--- src/design/utld_pkg.sv ---
`default_nettype none
package utld_pkg;

  localparam int unsigned HourW  = 5;
  localparam int unsigned DayW   = 5;
  localparam int unsigned MonthW = 4;
  localparam int unsigned YearW  = 7;
  localparam int unsigned OffW   = 5;

  localparam logic [MonthW-1:0] MonJan = 4'd1;
  localparam logic [MonthW-1:0] MonFeb = 4'd2;
  localparam logic [MonthW-1:0] MonMar = 4'd3;
  localparam logic [MonthW-1:0] MonNov = 4'd11;
  localparam logic [MonthW-1:0] MonDec = 4'd12;
  localparam logic [YearW-1:0]  YearMax = 7'd99;
  localparam logic [HourW-1:0]  HoursPerDay = 5'd24;
  localparam logic [HourW-1:0]  DstHour = 5'd2;
  localparam logic [DayW-1:0]   FebDays = 5'd28;

  // month key for March and November (both 4) plus century key for 2000s (6) plus one
  localparam logic [7:0] MarNovKeySum = 8'd11;

  typedef enum logic [1:0] {
    ROLL_NONE = 2'd0,
    ROLL_BACK = 2'd1,
    ROLL_FWD  = 2'd2
  } roll_t;

  typedef struct packed {
    logic [HourW-1:0]  hour;
    logic [DayW-1:0]   day;
    logic [MonthW-1:0] month;
    logic [YearW-1:0]  year;
  } stamp_t;

  typedef struct packed {
    logic   valid;
    roll_t  roll;
    stamp_t ts;
  } front_t;

  typedef struct packed {
    logic   valid;
    stamp_t ts;
  } local_t;

  function automatic logic [DayW-1:0] month_length(input logic [MonthW-1:0] m);
    logic [DayW-1:0] len;
    case (m)
      4'd1, 4'd3, 4'd5, 4'd7, 4'd8, 4'd10, 4'd12: len = 5'd31;
      4'd2:    len = FebDays;
      default: len = 5'd30;
    endcase
    return len;
  endfunction

  // 8 and 64 are both 1 mod 7, so fold octal digits
  function automatic logic [2:0] mod7(input logic [7:0] s);
    logic [4:0] t;
    logic [3:0] u;
    logic [3:0] r;
    t = {3'b000, s[7:6]} + {2'b00, s[5:3]} + {2'b00, s[2:0]};
    u = {2'b00, t[4:3]} + {1'b0, t[2:0]};
    r = (u >= 4'd7) ? (u - 4'd7) : u;
    return r[2:0];
  endfunction

  // weekday code of the 1st: saturday 0, sunday 1, ...
  function automatic logic [DayW-1:0] first_sunday(input logic [2:0] dow);
    logic [DayW-1:0] d;
    case (dow)
      3'd0:    d = 5'd2;
      3'd1:    d = 5'd1;
      3'd2:    d = 5'd7;
      3'd3:    d = 5'd6;
      3'd4:    d = 5'd5;
      3'd5:    d = 5'd4;
      3'd6:    d = 5'd3;
      default: d = 5'd1;
    endcase
    return d;
  endfunction

endpackage
`default_nettype wire

--- src/design/utld_front.sv ---
`default_nettype none
module utld_front (
  input  wire logic                          clk,
  input  wire logic                          rst_n,
  input  wire logic                          in_valid,
  input  wire utld_pkg::stamp_t              in_ts,
  input  wire logic [utld_pkg::OffW-1:0]     offset,
  output utld_pkg::front_t                   out
);

  utld_pkg::front_t front_r;
  utld_pkg::front_t front_nxt;

  logic signed [6:0] hsum;

  always_comb begin
    hsum = $signed({2'b00, in_ts.hour}) + $signed({{2{offset[utld_pkg::OffW-1]}}, offset});
    front_nxt       = front_r;
    front_nxt.valid = in_valid;
    front_nxt.ts    = in_ts;
    if (hsum < 7'sd0) begin
      front_nxt.roll    = utld_pkg::ROLL_BACK;
      front_nxt.ts.hour = utld_pkg::HourW'(hsum + 7'sd24);
    end else if (hsum > 7'sd23) begin
      front_nxt.roll    = utld_pkg::ROLL_FWD;
      front_nxt.ts.hour = utld_pkg::HourW'(hsum - 7'sd24);
    end else begin
      front_nxt.roll    = utld_pkg::ROLL_NONE;
      front_nxt.ts.hour = utld_pkg::HourW'(hsum);
    end
  end

  always_ff @(posedge clk) begin
    if (!rst_n) begin
      front_r.valid <= 1'b0;
    end else begin
      front_r.valid <= front_nxt.valid;
    end
    front_r.roll <= front_nxt.roll;
    front_r.ts   <= front_nxt.ts;
  end

  assign out = front_r;

endmodule
`default_nettype wire

--- src/design/utld_roll.sv ---
`default_nettype none
module utld_roll (
  input  wire logic             clk,
  input  wire logic             rst_n,
  input  wire utld_pkg::front_t in,
  output utld_pkg::local_t      out
);

  utld_pkg::local_t loc_r;
  utld_pkg::local_t loc_nxt;

  logic [utld_pkg::MonthW-1:0] prev_month;
  logic [utld_pkg::DayW:0]     day_inc;

  always_comb begin
    prev_month = in.ts.month - 4'd1;
    day_inc    = {1'b0, in.ts.day} + 6'd1;
    loc_nxt       = loc_r;
    loc_nxt.valid = in.valid;
    loc_nxt.ts    = in.ts;
    case (in.roll)
      utld_pkg::ROLL_BACK: begin
        if (in.ts.day <= 5'd1) begin
          if (in.ts.month <= utld_pkg::MonJan) begin
            loc_nxt.ts.month = utld_pkg::MonDec;
            loc_nxt.ts.day   = 5'd31;
            loc_nxt.ts.year  = (in.ts.year == '0) ? utld_pkg::YearMax : in.ts.year - 7'd1;
          end else begin
            loc_nxt.ts.month = prev_month;
            loc_nxt.ts.day   = utld_pkg::month_length(prev_month);
          end
        end else begin
          loc_nxt.ts.day = in.ts.day - 5'd1;
        end
      end
      utld_pkg::ROLL_FWD: begin
        if (day_inc > {1'b0, utld_pkg::month_length(in.ts.month)}) begin
          loc_nxt.ts.day = 5'd1;
          if (in.ts.month >= utld_pkg::MonDec) begin
            loc_nxt.ts.month = utld_pkg::MonJan;
            loc_nxt.ts.year  = (in.ts.year >= utld_pkg::YearMax) ? '0 : in.ts.year + 7'd1;
          end else begin
            loc_nxt.ts.month = in.ts.month + 4'd1;
          end
        end else begin
          loc_nxt.ts.day = day_inc[utld_pkg::DayW-1:0];
        end
      end
      default: begin
        loc_nxt.ts = in.ts;
      end
    endcase
  end

  always_ff @(posedge clk) begin
    if (!rst_n) begin
      loc_r.valid <= 1'b0;
    end else begin
      loc_r.valid <= loc_nxt.valid;
    end
    loc_r.ts <= loc_nxt.ts;
  end

  assign out = loc_r;

endmodule
`default_nettype wire

--- src/design/utld_dst.sv ---
`default_nettype none
module utld_dst (
  input  wire logic                  clk,
  input  wire logic                  rst_n,
  input  wire utld_pkg::local_t      in,
  output utld_pkg::local_t           out,
  output logic                       dst_active
);

  utld_pkg::local_t              sun_loc_r;
  logic [utld_pkg::DayW-1:0]     sunday_r;
  logic [utld_pkg::DayW-1:0]     sunday_nxt;
  logic [7:0]                    key_sum;

  utld_pkg::local_t              out_loc_r;
  logic                          dst_r;
  logic                          dst_nxt;
  logic [utld_pkg::DayW-1:0]     mar_sunday;

  function automatic logic [4:0] sun_src_year(input logic [utld_pkg::YearW-1:0] y);
    return y[utld_pkg::YearW-1:2];
  endfunction

  // first sunday of march or november, same key for both months
  always_comb begin
    key_sum    = {3'b000, sun_src_year(in.ts.year)} + {1'b0, in.ts.year}
                 + utld_pkg::MarNovKeySum;
    sunday_nxt = utld_pkg::first_sunday(utld_pkg::mod7(key_sum));
  end

  always_comb begin
    mar_sunday = sunday_r + 5'd7;
    dst_nxt    = 1'b0;
    if (sun_loc_r.ts.month == utld_pkg::MonNov) begin
      if (sun_loc_r.ts.day < sunday_r) begin
        dst_nxt = 1'b1;
      end else if (sun_loc_r.ts.day > sunday_r) begin
        dst_nxt = 1'b0;
      end else begin
        dst_nxt = (sun_loc_r.ts.hour < utld_pkg::DstHour);
      end
    end else if (sun_loc_r.ts.month == utld_pkg::MonMar) begin
      if (sun_loc_r.ts.day < mar_sunday) begin
        dst_nxt = 1'b0;
      end else if (sun_loc_r.ts.day > mar_sunday) begin
        dst_nxt = 1'b1;
      end else begin
        dst_nxt = (sun_loc_r.ts.hour >= utld_pkg::DstHour);
      end
    end else if (sun_loc_r.ts.month > utld_pkg::MonMar &&
                 sun_loc_r.ts.month < utld_pkg::MonNov) begin
      dst_nxt = 1'b1;
    end
  end

  always_ff @(posedge clk) begin
    if (!rst_n) begin
      sun_loc_r.valid <= 1'b0;
      out_loc_r.valid <= 1'b0;
    end else begin
      sun_loc_r.valid <= in.valid;
      out_loc_r.valid <= sun_loc_r.valid;
    end
    sun_loc_r.ts <= in.ts;
    sunday_r     <= sunday_nxt;
    out_loc_r.ts <= sun_loc_r.ts;
    dst_r        <= dst_nxt;
  end

  assign out        = out_loc_r;
  assign dst_active = dst_r;

endmodule
`default_nettype wire

--- src/design/utc_to_local_with_dst_core.sv ---
// utc to local time with us daylight-saving flag
// a word accepted on start is strobed on out_valid after the stages below
// throughput: one word per cycle, busy stays low; the four register stages
// (offset add, date rollover, sunday search, dst compare) never stall
// reset: synchronous active-low rst_n clears all stage valid bits and sets
// the utc offset to 0
`default_nettype none
module utc_to_local_with_dst_core (
  input  wire logic                            clk,
  input  wire logic                            rst_n,
  input  wire logic                            start,
  output logic                                 busy,
  input  wire logic [utld_pkg::HourW-1:0]      in_utc_hour,
  input  wire logic [utld_pkg::DayW-1:0]       in_utc_day,
  input  wire logic [utld_pkg::MonthW-1:0]     in_utc_month,
  input  wire logic [utld_pkg::YearW-1:0]      in_utc_year,
  input  wire logic                            cfg_valid,
  output logic                                 cfg_ready,
  input  wire logic [utld_pkg::OffW-1:0]       cfg_utc_offset,
  output logic                                 out_valid,
  output logic [utld_pkg::HourW-1:0]           out_local_hour,
  output logic [utld_pkg::DayW-1:0]            out_local_day,
  output logic [utld_pkg::MonthW-1:0]          out_local_month,
  output logic [utld_pkg::YearW-1:0]           out_local_year,
  output logic                                 out_dst_active
);

  logic [utld_pkg::OffW-1:0] offset_r;
  logic [utld_pkg::OffW-1:0] offset_nxt;

  utld_pkg::stamp_t in_ts;
  utld_pkg::front_t front;
  utld_pkg::local_t loc;
  utld_pkg::local_t res;
  logic             dst;
  logic             accept;

  assign busy      = 1'b0;
  assign cfg_ready = 1'b1;
  assign accept    = start & ~busy;

  always_comb begin
    offset_nxt = (cfg_valid && cfg_ready) ? cfg_utc_offset : offset_r;
  end

  always_ff @(posedge clk) begin
    if (!rst_n) begin
      offset_r <= '0;
    end else begin
      offset_r <= offset_nxt;
    end
  end

  always_comb begin
    in_ts.hour  = in_utc_hour;
    in_ts.day   = in_utc_day;
    in_ts.month = in_utc_month;
    in_ts.year  = in_utc_year;
  end

  utld_front u_front (
    .clk      (clk),
    .rst_n    (rst_n),
    .in_valid (accept),
    .in_ts    (in_ts),
    .offset   (offset_r),
    .out      (front)
  );

  utld_roll u_roll (
    .clk   (clk),
    .rst_n (rst_n),
    .in    (front),
    .out   (loc)
  );

  utld_dst u_dst (
    .clk        (clk),
    .rst_n      (rst_n),
    .in         (loc),
    .out        (res),
    .dst_active (dst)
  );

  assign out_valid       = res.valid;
  assign out_local_hour  = res.ts.hour;
  assign out_local_day   = res.ts.day;
  assign out_local_month = res.ts.month;
  assign out_local_year  = res.ts.year;
  assign out_dst_active  = dst;

endmodule
`default_nettype wire

--- config.mk ---
export PLATFORM = sky130hd
export DESIGN_NAME = utc_to_local_with_dst_core
export DESIGN_NICKNAME = d
export VERILOG_FILES = /design/src/design/utld_pkg.sv /design/src/design/utld_front.sv /design/src/design/utld_roll.sv /design/src/design/utld_dst.sv /design/src/design/utc_to_local_with_dst_core.sv
export SDC_FILE = /design/constraint.sdc
export NUM_CORES = 1
export LEC_CHECK = 0
export ABC_CLOCK_PERIOD_IN_PS = 5550
export BUFFER_PORTS_ARGS = -buffer_cell sky130_fd_sc_hd__buf_2
export CAP_MARGIN = 10
export CORE_UTILIZATION = 53
export CTS_CLUSTER_DIAMETER = 150
export CTS_CLUSTER_SIZE = 16
export DETAILED_ROUTE_END_ITERATION = 8
export GPL_TIMING_DRIVEN = 0
export PLACE_DENSITY = 0.82
export SYNTH_ARGS = -nofsm -noshare
export SYNTH_HDL_FRONTEND = slang
export SYNTH_SLANG_ARGS = --single-unit
--- constraint.sdc ---
create_clock -name clk -period 5.55 [get_ports clk]
set_input_delay 0.555 -clock clk [delete_from_list [all_inputs] [get_ports clk]]
set_output_delay 0.555 -clock clk [all_outputs]
set_load 0.05 [all_outputs]
Word level (Yosys, flattened, before mapping)
Memories as Yosys holds them, arrays and structs flattened. A register that Yosys moved wholly into a read port is not among the register bits.
Cells that the tools add are included.
W data, S select, Z words.
{"block": "totals", "ff_bits": 99, "latch_bits": 0, "ram_bits": 0, "rom_bits": 64, "input_bits": 30, "out_inout_bits": 25, "n_memories": 2}
{"block": "op_classes", "add_sub_neg": 16, "n_mul": 0, "n_div": 0, "order_cmp": 16, "n_eq_ne": 9, "n_shift": 0, "n_mux": 23, "bitwise": 0, "reduce_logical": 3}
{"memory": "(no name shown)", "words": 16, "word_bits": 2, "rd": 1, "rd_ports_with_merged_regs": 0, "write_ports": 0, "line": "utld_pkg.sv:49", "rtl": "case (m)"}
{"memory": "(no name shown)", "words": 16, "word_bits": 2, "rd": 1, "rd_ports_with_merged_regs": 1, "write_ports": 0, "line": "utld_pkg.sv:49"}
{"cell": "$mux W7", "n": 5}
{"cell": "$pmux W16 S2", "n": 1}
{"cell": "$mux W11", "n": 2}
{"cell": "$mux W5", "n": 4}
{"cell": "$pmux W3 S6", "n": 1}
{"cell": "$eq A3 B3 Y1 const B", "n": 3}
{"cell": "$mux W9", "n": 1}
{"cell": "$add A2 B3 Y4", "n": 2}
{"cell": "$add A5 B7 Y8", "n": 1}
{"cell": "$add A8 B4 Y8 const B", "n": 1}
{"cell": "$add A6 B5 Y7", "n": 1}
{"cell": "$add A7 B1 Y7 const B", "n": 1}
{"cell": "$ge A7 B7 Y1 const B", "n": 1}
{"cell": "$gt A7 B6 Y1 const B", "n": 1}
{"cell": "$logic_not A7 Y1", "n": 1}
{"cell": "$lt A7 B1 Y1 const B", "n": 1}
{"cell": "$mux W1", "n": 7}
{"cell": "$sub A7 B1 Y7 const B", "n": 1}
{"cell": "$add A5 B1 Y6 const B", "n": 1}
{"cell": "$eq A3 B2 Y1 const B", "n": 2}
{"cell": "$gt A6 B5 Y1", "n": 1}
{"cell": "$add A5 B3 Y5", "n": 1}
{"cell": "$add A5 B4 Y5 const B", "n": 1}
{"cell": "$ge A5 B2 Y1 const B", "n": 1}
{"cell": "25 further kinds", "n": 25}

Depth between registers and ports, before layout
Gate-level depths: netlist (run 1).
{"block": "depth", "ltp_word": 9, "mapped_depth": 26, "depth_no_buf": 26}

Hierarchy
Synthesis (run 1) repeated with hierarchy kept, for this count alone.
{"block": "hier_totals", "cells_unflattened": 536, "hier_area_um2": 5058.6}
{"module": "utld_dst", "n_inst": 1, "cells_per_inst": 205, "area_each_um2": 2102.0, "seq_area_each_um2": 960.9}
{"module": "utld_roll", "n_inst": 1, "cells_per_inst": 241, "area_each_um2": 1921.8, "seq_area_each_um2": 440.4}
{"module": "utld_front", "n_inst": 1, "cells_per_inst": 70, "area_each_um2": 819.5, "seq_area_each_um2": 480.5}
{"module": "utc_to_local_with_dst_core", "n_inst": 1, "cells_per_inst": 20, "area_each_um2": 215.2, "seq_area_each_um2": 100.1}

Least setup slack after synthesis (run 1)
Ideal clock, no wire load.
{"block": "synth_path", "path_type": "reg-to-reg", "startpoint": "reg u_roll.loc_r, in the netlist u_roll.out[3]", "endpoint": "reg u_dst.sunday_r[1] (netlist name)", "setup_time_ns": 0.138, "arrival_time_ns": 5.189, "required_time_ns": 5.412, "slack_ns": 0.223, "stages_incl_launch_ff": 26, "n_path_buf": 0, "synth_period_minus_slack_ns": 5.327, "path_cell_list": "dfxtp_1 > inv_1 > ha_1 > inv_1 > ha_1 > fa_1 > a21oi_1 > nor2_1 > nor2_1 > nor2b_1 > o21a_1 > fa_1 > ha_1 > a21o_1 > a21oi_1 > xnor2_1 > ha_1 > inv_1 > fa_1 > inv_1 > ha_1 > and3_1 > o21ai_0 > nand2_1 > a221oi_1 > a211oi_1"}
{"block": "synth_between", "elab_chain_cells": 9, "elab_cells_between_ends": 15, "classes_between": "add/sub (6); order compare (1); eq/ne (5); mux (2); reduce/logical (1)"}
{"element": "start: declaration", "line": "utld_roll.sv:9", "rtl": "utld_pkg::local_t loc_r;"}
{"element": "$add A5 B7 Y8 (*)", "line": "utld_dst.sv:26", "rtl": "key_sum = {3'b000, sun_src_year(in.ts.year)} + {1'b0, in.ts.year}"}
{"element": "$add A8 B4 Y8 (*)", "line": "utld_dst.sv:27", "rtl": "+ utld_pkg::MarNovKeySum;"}
{"element": "$add A2 B3 Y4", "line": "utld_pkg.sv:62", "rtl": "t = {3'b000, s[7:6]} + {2'b00, s[5:3]} + {2'b00, s[2:0]};"}
{"element": "$add A5 B3 Y5 (*)", "line": "utld_pkg.sv:62"}
{"element": "$add A2 B3 Y4 (*)", "line": "utld_pkg.sv:63", "rtl": "u = {2'b00, t[4:3]} + {1'b0, t[2:0]};"}
{"element": "$ge A4 B3 Y1 or $sub A3 B3 Y3 (tied branches)", "line": "utld_pkg.sv:64", "rtl": "r = (u >= 4'd7) ? (u - 4'd7) : u;"}
{"element": "$mux W3 (*)", "line": "utld_pkg.sv:64"}
{"element": "$eq A3 B3 Y1 (tied with other cells)", "line": "utld_pkg.sv:71", "rtl": "case (dow)"}
{"element": "$pmux W3 S6 (*)", "line": "utld_pkg.sv:71"}
{"element": "net u_dst.sunday_nxt (one bit)", "line": "utld_dst.sv:12", "rtl": "logic [utld_pkg::DayW-1:0] sunday_nxt;"}
{"element": "end signal: assignment", "line": "utld_dst.sv:65", "rtl": "sunday_r <= sunday_nxt;"}
{"element": "end: declaration", "line": "utld_dst.sv:11", "rtl": "logic [utld_pkg::DayW-1:0] sunday_r;"}
The timed path passes the listed nets; every way through them passes the cells marked *.
A chain may end at the register's enable or synchronous reset.

Final worst setup path (run 1)
Same ends and word-level chain as after synthesis.

==> flow_results.org, run 1 <==
** Status
- The run finished with clean final reports.

** Synth
- The share of the Yosys chip area taken by registers is 41.0%.
- Number of warnings issued by yosys :: 0
- Most area-consuming cells after synthesis :: sky130_fd_sc_hd__dfxtp_1 41%, sky130_fd_sc_hd__ha_1 12%, sky130_fd_sc_hd__inv_1 3.7%, sky130_fd_sc_hd__a21oi_1 3.0%, sky130_fd_sc_hd__xnor2_1 2.8%
- Share of the synthesized area in the top cell type :: 41.0%
- Synth async-reset ratio :: 0%
- Dominant synthesized flop cell :: sky130_fd_sc_hd__dfxtp_1
- Simple-gate area share of the yosys netlist :: 14.0%
- Post-synth EDFFs :: 0
- Share of the synthesized netlist area taken by xor and xnor gates :: a little over 4%
- Synth Area per Inst :: between 9 and 10 um2
- Synthesis inferred 101 register bits.
- By area, the combinational part of the netlist is dominated by compound AO/OA/AOI/OAI gates.
- In this run the cell area of the synthesized design comes to between 4000 and 5000 um2.
- Summing the areas of all fa, ha and maj instances in the mapped netlist gives between 10% and 20% of the synthesized area.
- Counting every instance in the synthesized netlist gives about 520.
- Largest area contributor in the synthesized netlist :: sky130_fd_sc_hd__dfxtp_1
- Number of distinct library cell variants in the gate-level netlist after synthesis :: between 60 and 70
- After synthesis, the share of cell area in mux cells is ~2.1%.
- Synthesis produced a netlist with a net count of 604.
- Summing the areas of all compound-gate instances in the mapped netlist gives 18.5% of the synthesized area.

** STA
- The worst path in the final design needs a cycle of around 5500 ps, including I/O delays and setup.
- Setup repair after global routing could not meet its margin everywhere.
- Timing-limited maximum frequency :: 182 MHz
- The count of pins over their slew limit came to 0.
- Setup total negative slack :: 0 ps
- At the pin with the least slew margin, the transition time is 895 ps.
- Relative slew slack :: 39.9%
- Worst clock skew :: 7.96 ps
- Setup violations remaining at the end of the flow were counted as 0.
- In the finished design, the share of the clock period the worst path needs comes to 99.1%.
- Final Hold Violating Endpoints :: 0

** Placement
- Routability-driven placement finished with a final weighted congestion of 0.921.
- Once placement completed, the tool counted placed cells totaling around 680.
- Once detailed placement completed, the half-perimeter wirelength came to ~7400 um.
- Count of input and output buffers :: 51

** Setup path
- The critical path in this run is classified as reg2reg.
- At the worst endpoint, the arrival time is 5730 ps.
- STA classifies the critical path endpoint as a flip-flop.
- Maximum fanout encountered on the critical timing path :: 10
- CP Data Required Time :: about 5800 ps
- Kind of start point of the critical path :: flip-flop

** Route
- In the final routed layout, each cell accounts on average for 15.0 um.
- Using the TritonRoute via totals, the vias-per-cell ratio works out to 5.78.
- For this block, the via count after detailed routing is 4087.
- Once detail routing completed, the nets flagged for antenna violations numbered 0.
- After the first detailed-routing iteration, the DRC count stood at 245.
- For this run, the detailed router's first-pass iteration total came to 7.
- After detailed routing, the number of remaining DRC violations is 0.
- The final layout contains routed wiring with a total length of 10600 um.

** Die
- The die covers 9690 um2.
- During I/O placement, the number of pins put on the boundary was 55.
- The floorplan step set the die height to approximately 98 um.
- Effective utilization at floorplan :: 55.7%
- The initialized floorplan defines 34 standard-cell rows.
- The region available for standard cell placement spans 8850 um2.
- The die is 98.4 um wide.

** GRT
- Global-route wire length before repair :: 17200 um
- For this run the aggregate overflow at the end of global routing stands at 0.
- Global routing usage summed across all routing layers :: 22.0%
- Pin count of the biggest net entering global routing :: 21
- Via count of the first global-routing pass :: approximately 3.9k
- The initial antenna violation count came to 0.

** Clock network
- CTS tree :: done
- The longest clock path from root to sink contains 2 buffers.
- Maximum level of the CTS H-tree :: 3
- In this run, CTS created clock tree buffers numbering 9.
- Clock slew at reported path FFs :: 110 ps
- Cell at the root of the clock tree :: sky130_fd_sc_hd__clkbuf_8
- Counting every sink on the clock net gives approximately 100.
- Post-CTS Hold Buffers :: 0
- For the worst-skew pair, the clock arrives at the later sink with an insertion delay of 370 ps.

** Layout
- Synth-to-layout area growth :: 17.2%
- For this run, the post-layout net count is 676.
- In the final layout, the share of cells above drive strength 1 is 21.4%.
- Layout filler cell count :: 681
- For this run, the number of standard cells in the final layout without fillers is 707.
- Diodes inserted :: 0

** Hold path
- Worst min-delay path category :: in2reg

** Run
- Max-cap check violation count :: 0
[Yosys cell counts (5+ instances only)]
cell                       number
sky130_fd_sc_hd__clkbuf_1      11
sky130_fd_sc_hd__a21oi_1       30
sky130_fd_sc_hd__nand2b_1       8
sky130_fd_sc_hd__and2_1         8
sky130_fd_sc_hd__mux2i_1        9
sky130_fd_sc_hd__nand2_1       25
sky130_fd_sc_hd__xor2_1         7
sky130_fd_sc_hd__xnor2_1       16
sky130_fd_sc_hd__o211ai_1       5
sky130_fd_sc_hd__nor2_1        28
sky130_fd_sc_hd__nor3_1        12
sky130_fd_sc_hd__nand3_1       18
sky130_fd_sc_hd__inv_1         49
sky130_fd_sc_hd__dfxtp_1      101
sky130_fd_sc_hd__o21a_1         7
sky130_fd_sc_hd__ha_1          47
sky130_fd_sc_hd__and3_1         5
sky130_fd_sc_hd__o21bai_1       5
sky130_fd_sc_hd__fa_1           5
sky130_fd_sc_hd__o21ai_0       20
sky130_fd_sc_hd__a21o_1         6
sky130_fd_sc_hd__nor2b_1       10
sky130_fd_sc_hd__a211oi_1       8
[critical path: stages (launching register included)]
cell and delay (ps):
sky130_fd_sc_hd__dfxtp_2 360, sky130_fd_sc_hd__inv_2 50, sky130_fd_sc_hd__ha_4 260, sky130_fd_sc_hd__inv_2 40, sky130_fd_sc_hd__ha_4 160, sky130_fd_sc_hd__fa_2 400
sky130_fd_sc_hd__a21oi_2 160, sky130_fd_sc_hd__nor2_1 50, sky130_fd_sc_hd__nor2_1 120, sky130_fd_sc_hd__nor2b_1 70, sky130_fd_sc_hd__o21a_1 220, sky130_fd_sc_hd__fa_1 540
sky130_fd_sc_hd__inv_1 70, sky130_fd_sc_hd__fa_1 460, sky130_fd_sc_hd__nor2b_1 230, sky130_fd_sc_hd__o21ai_0 160, sky130_fd_sc_hd__fa_2 630, sky130_fd_sc_hd__inv_2 60
sky130_fd_sc_hd__ha_4 170, sky130_fd_sc_hd__clkbuf_2 190, sky130_fd_sc_hd__a21oi_1 180, sky130_fd_sc_hd__o21ai_0 140, sky130_fd_sc_hd__a41o_1 260, sky130_fd_sc_hd__a221oi_2 320
sky130_fd_sc_hd__a211oi_2 70
[layout by cell type (no fill, tap or decap), types with 7 or more instances in the layout]
master                     synthesis  final
sky130_fd_sc_hd__dfxtp_1         101     97
sky130_fd_sc_hd__o21ai_0          20     19
sky130_fd_sc_hd__xnor2_1          16     16
sky130_fd_sc_hd__nand2b_1          8      7
sky130_fd_sc_hd__nor2_1           28     28
sky130_fd_sc_hd__mux2i_1           9      8
sky130_fd_sc_hd__nor3_1           12     12
sky130_fd_sc_hd__buf_4             4     14
sky130_fd_sc_hd__ha_1             47     40
sky130_fd_sc_hd__clkbuf_8          0      9
sky130_fd_sc_hd__nor2b_1          10     10
sky130_fd_sc_hd__buf_2             4     55
sky130_fd_sc_hd__nand3_1          18     18
sky130_fd_sc_hd__o21a_1            7      7
sky130_fd_sc_hd__nand2_1          25     24
sky130_fd_sc_hd__xor2_1            7      7
sky130_fd_sc_hd__clkbuf_1         11     10
sky130_fd_sc_hd__a21oi_1          30     27
sky130_fd_sc_hd__and2_1            8      8
sky130_fd_sc_hd__inv_1            49     45
[final timing paths]
path / to / slack (ps) / start / cells after the start
setup reg to reg: u_dst.sunday_r[1] / 50 / u_roll.out[3] / 24
hold / removal: u_front.out[12] / 280 / in_utc_day[1] / 1
hold reg to reg: u_dst.sun_loc_r[15] / 330 / u_roll.out[15] / 0
setup / recovery: u_dst.sunday_r[1] / 50 / u_roll.out[3] / 24
[state kept, by name (all words and copies together) (netlist names), named ones only]
| name | count |
|---|---|
| u_front.out | 24 |
| u_dst.out | 22 |
| u_dst.sun_loc_r | 22 |
| u_roll.out | 22 |
| offset_r | 5 |
| u_dst.sunday_r | 3 |
| u_dst.dst_active | 1 |
[per-stage QoR]
stage	util [%]	hold slack (ps)	instance area, um2	setup slack [ps]
floorplan	-	310	4930	223
global placement	60.1	310	5320	-204
detailed placement	60.1	312	5320	-431
CTS	63.7	264	5640	11.0
global route	65.3	260	5780	-234
finish	65.3	278	5780	50.7
[cells by family (layout without fill, tap and decap cells)]
group	Yosys count	in the layout
and+or+nand+nor	134	134
xor gates and xnor gates	23	23
buffers and inverters	70	147
DFF	101	101
other	2	2
adders and majority gates	53	53
muxes	10	10
AOI/OAI and AO/OA	129	129
[layer usage]
metal,vias up,wire (um),track usage (%)
met3,26,649,4.26
met2,177,5110,37.4
li1,1986,-,-
met5,-,0,0
met1,1898,4610,27.2
met4,0,239,9.76
[layout make-up]
class / instances / area [um2] / area share [%]
repair buffers: 61 / 330 / 5.72
clock buffers: 9 / 124 / 2.14
plain buffers: 21 / 115 / 1.99
flip-flops and latches: 101 / 2030 / 35.1
well taps: 108 / 135 / 2.34
inverters: 49 / 184 / 3.18
clock inverters: 7 / 103 / 1.78
multi-input cells: 351 / 2760 / 47.8
[what timing repair did]
action                                  in CTS  in global routing
endpoints found under the setup margin       3                  3
cloned                                       0                  0
buffers inserted                             4                  6
pin swaps                                    5                 16
gates resized for setup                     14                 20
Power of run 1 is left out: the tool's default activity adds up to more than one toggle a clock period on the data nets, which glitch-free logic cannot reach.
==> run 2, diff against run 1 <==
Settings changed: PLACE_DENSITY 0.82 to 0.73.
==> run 2 against run 1 <==
Compared with the run above: register-to-register slack improved by 160 ps; setup slack improved by 160 ps; die area unchanged; via count down 2.9%; non-clock buffer count down 6; fmax increased by 3.0%; clock skew rose by 2.2 ps; utilization shrank 0.83 points; sequential share of layout area increased by 0.45 points; flip-flop and latch count unchanged; wire length decreased by 5.3%; global-route usage decreased by 0.31 points; critical path type unchanged; highest routed layer unchanged.
==> flow_results.org, run 2 (synthesis results as in run 1) <==
** Placement
- The global placement routability congestion came to 0.929 (was 0.921).
- The count of input and output buffers is 51 (unchanged).
- The HPWL after detailed placement was 7390 um (was 7360 um).

** GRT
- Via count of the first global-routing pass :: 3783 (was 3874)
- The pin count of the biggest net entering global routing came to 20 (was 21).
- The first-pass GRT wire length was 16900 um (was 17200 um).
- Initial antenna violation count :: 0 (unchanged)
- Grt total ovfl :: 0 (unchanged)
- The combined global-route utilization of all metal layers was 21.7% (was 22.0%).

** Layout
- Commonest cells after routing, fill and taps aside: 97 x sky130_fd_sc_hd__dfxtp_1, 55 x sky130_fd_sc_hd__buf_2, 46 x sky130_fd_sc_hd__inv_1 (was 97 x sky130_fd_sc_hd__dfxtp_1, 55 x sky130_fd_sc_hd__buf_2, 45 x sky130_fd_sc_hd__inv_1).
- The total area of multi-input combinational cells is 2740 um2 (was 2760 um2).
- The fraction of layout cells with a size suffix above 1 is 20.4% (was 21.4%).
- The number of nets in the layout is 670 (was 676).
- Layout filler cell count :: 740 (was 681)
- Most common library cell in the layout ignoring fill and taps :: sky130_fd_sc_hd__dfxtp_1 (unchanged)
- Max FFs per register :: 24 (unchanged)
- The area of all sequential standard cells was 2030 um2 (unchanged).
- The area added between synthesis and finish came to 15.7% (was 17.2%).
- The antenna diode count is 0 (unchanged).

** Route
- Count of nets left with antenna violations after detail routing :: 0 (unchanged)
- The number of iterations in the first detailed-routing pass was 9 (was 7).
- Post-detailed-route via-to-cell ratio :: 5.66 (was 5.78)
- The number of DRC markers in iteration 0 came to 173 (was 245).
- Per-cell routed wire length :: 14.3 um (was 15.0 um)
- Total vias in the final route :: 3968 (was 4087)
- Post-detailed-route DRC marker count :: 0 (unchanged)
- The total routed wirelength is 10000 um (was 10600 um).

** Clock network
- CTS tree :: done (unchanged)
- The sink count of the clock tree was 101 (unchanged).
- The number of buffers created by CTS came to 9 (unchanged).
- The clock tree buffer depth came to 2 (unchanged).
- Source-to-sink clock delay at the later pin of the worst-skew pair :: 370 ps (about the same)
- Clock slew at reported path FFs :: 110 ps (about the same)
- Cell at the root of the clock tree :: sky130_fd_sc_hd__clkbuf_8 (unchanged)
- The H-tree depth came to 3 (unchanged).

** Setup path
- The type of origin of the critical path was a flip-flop (unchanged).
- Worst Setup Path Type :: reg2reg (unchanged)
- The critical path endpoint category was a flip-flop (unchanged).
- Data arrival time of the critical path :: 5570 ps (was 5730 ps)
- The slack of the worst reg-to-reg path was 210 ps (was 50 ps).
- The required time at the endpoint of the critical path was 5780 ps (about the same).
- Maximum fanout encountered on the critical timing path :: 5 (was 10)

** STA
- The worst slew margin relative to its limit came to 47.9% (was 39.9%).
- The clock tree skew after final layout was 10.2 ps (was 7.96 ps).
- The final period demand of the worst path came to 5340 ps (was 5500 ps).
- The share of the cycle needed by the critical path after routing was 96.2% (was 99.1%).
- Setup total negative slack :: 0 ps (unchanged)
- Final Hold Violating Endpoints :: 0 (unchanged)
- Setup violations, final :: 0 (unchanged)
- The actual slew at the worst max-slew pin came to 775 ps (was 895 ps).
- Timing-limited maximum frequency :: 187 MHz (was 182 MHz)
- The count of pins over their slew limit came to 0 (unchanged).

** Status
- Result of the run :: complete, no violations (unchanged)

** Die
- Die height :: 98.4 um (unchanged)
- The overall die width was 98.4 um (unchanged).
- The top-level port count was 55 (unchanged).
- Effective utilization at floorplan :: 55.7% (unchanged)
- Placeable core region :: 8850 um2 (unchanged)
- Number of placement rows :: 34 (unchanged)
- DIE AREA :: 9690 um2 (unchanged)

** Run
- The max-cap check violation count came to 0 (unchanged).

** Hold path
- The classification of the worst-slack hold path is in2reg (unchanged).
run 2: changes by cell type in the layout (fill, tap and decap cells not counted), sizes merged:
| cell | before | now |
|---|---|---|
| buf | 71 | 65 |
| clkinv | 4 | 2 |
| clkinvlp | 0 | 1 |
| inv | 51 | 52 |
run 2: through the flow:
step | cells | setup slack (ps) | util [%] | hold slack, ps | cell area, um2
floorplan | 522 | 223 | - | 310 | 4930
global placement | 681 | -160 | 60.1 | 309 | 5320
detailed placement | 681 | -277 | 60.1 | 312 | 5320
CTS | 698 | 32.3 | 63.0 | 263 | 5580
global route | 701 | -31.1 | 64.5 | 260 | 5700
finish | 701 | 213 | 64.5 | 275 | 5700
run 2: path summary, 6_finish.rpt:
check	start	to	cells after the start
hold reg to reg	u_roll.out[12]	u_dst.sun_loc_r[12]	0
hold / removal	in_utc_year[4]	u_front.out[4]	1
setup reg to reg	u_roll.out[1]	u_dst.sunday_r[1]	27
setup / recovery	u_roll.out[1]	u_dst.sunday_r[1]	27
run 2: final cells by class:
type                            count  share of cell area [%]
Multi-Input combinational cell    351                    48.0
Sequential cell                   101                    35.5
Timing Repair Buffer               55                    5.00
Inverter                           49                    3.22
Tap cell                          108                    2.37
Clock buffer                        9                    2.17
Buffer                             21                    2.06
Clock inverter                      7                    1.65
run 2: layer usage:
layer | up-vias | share of wire [%] | track usage, %
met5 | - | 0 | 0
met4 | 0 | 2.2 | 10.8
met3 | 22 | 6.3 | 3.12
met2 | 147 | 47 | 36.2
met1 | 1827 | 45 | 27.6
li1 | 1972 | - | -
run 2: worst max-delay path: stages, from the launching register on:
cell and delay, ps:
sky130_fd_sc_hd__dfxtp_1 350, sky130_fd_sc_hd__inv_1 40, sky130_fd_sc_hd__ha_1 260, sky130_fd_sc_hd__inv_1 60, sky130_fd_sc_hd__ha_4 170, sky130_fd_sc_hd__fa_2 410
sky130_fd_sc_hd__a21oi_2 160, sky130_fd_sc_hd__nor2_1 60, sky130_fd_sc_hd__nor2_2 130, sky130_fd_sc_hd__nor2b_1 60, sky130_fd_sc_hd__o21a_1 210, sky130_fd_sc_hd__fa_1 460
sky130_fd_sc_hd__ha_1 300, sky130_fd_sc_hd__a21o_1 180, sky130_fd_sc_hd__a21oi_2 120, sky130_fd_sc_hd__xnor2_1 140, sky130_fd_sc_hd__ha_2 230, sky130_fd_sc_hd__inv_2 40
sky130_fd_sc_hd__fa_2 570, sky130_fd_sc_hd__inv_2 60, sky130_fd_sc_hd__ha_4 170, sky130_fd_sc_hd__nand2b_4 60, sky130_fd_sc_hd__mux2i_2 70, sky130_fd_sc_hd__a211oi_2 240
sky130_fd_sc_hd__buf_4 170, sky130_fd_sc_hd__nand2_2 80, sky130_fd_sc_hd__a221oi_2 260, sky130_fd_sc_hd__a211oi_1 100
run 2: what timing repair did:
| item | CTS | global route |
|---|---|---|
| buffers inserted | 1 | 3 |
| pin swaps | 1 | 18 |
| resized for setup | 9 | 27 |
| setup endpoints to repair | 3 | 3 |
| hold buffers | 0 | 0 |
Power of run 2 is left out for the same reason.
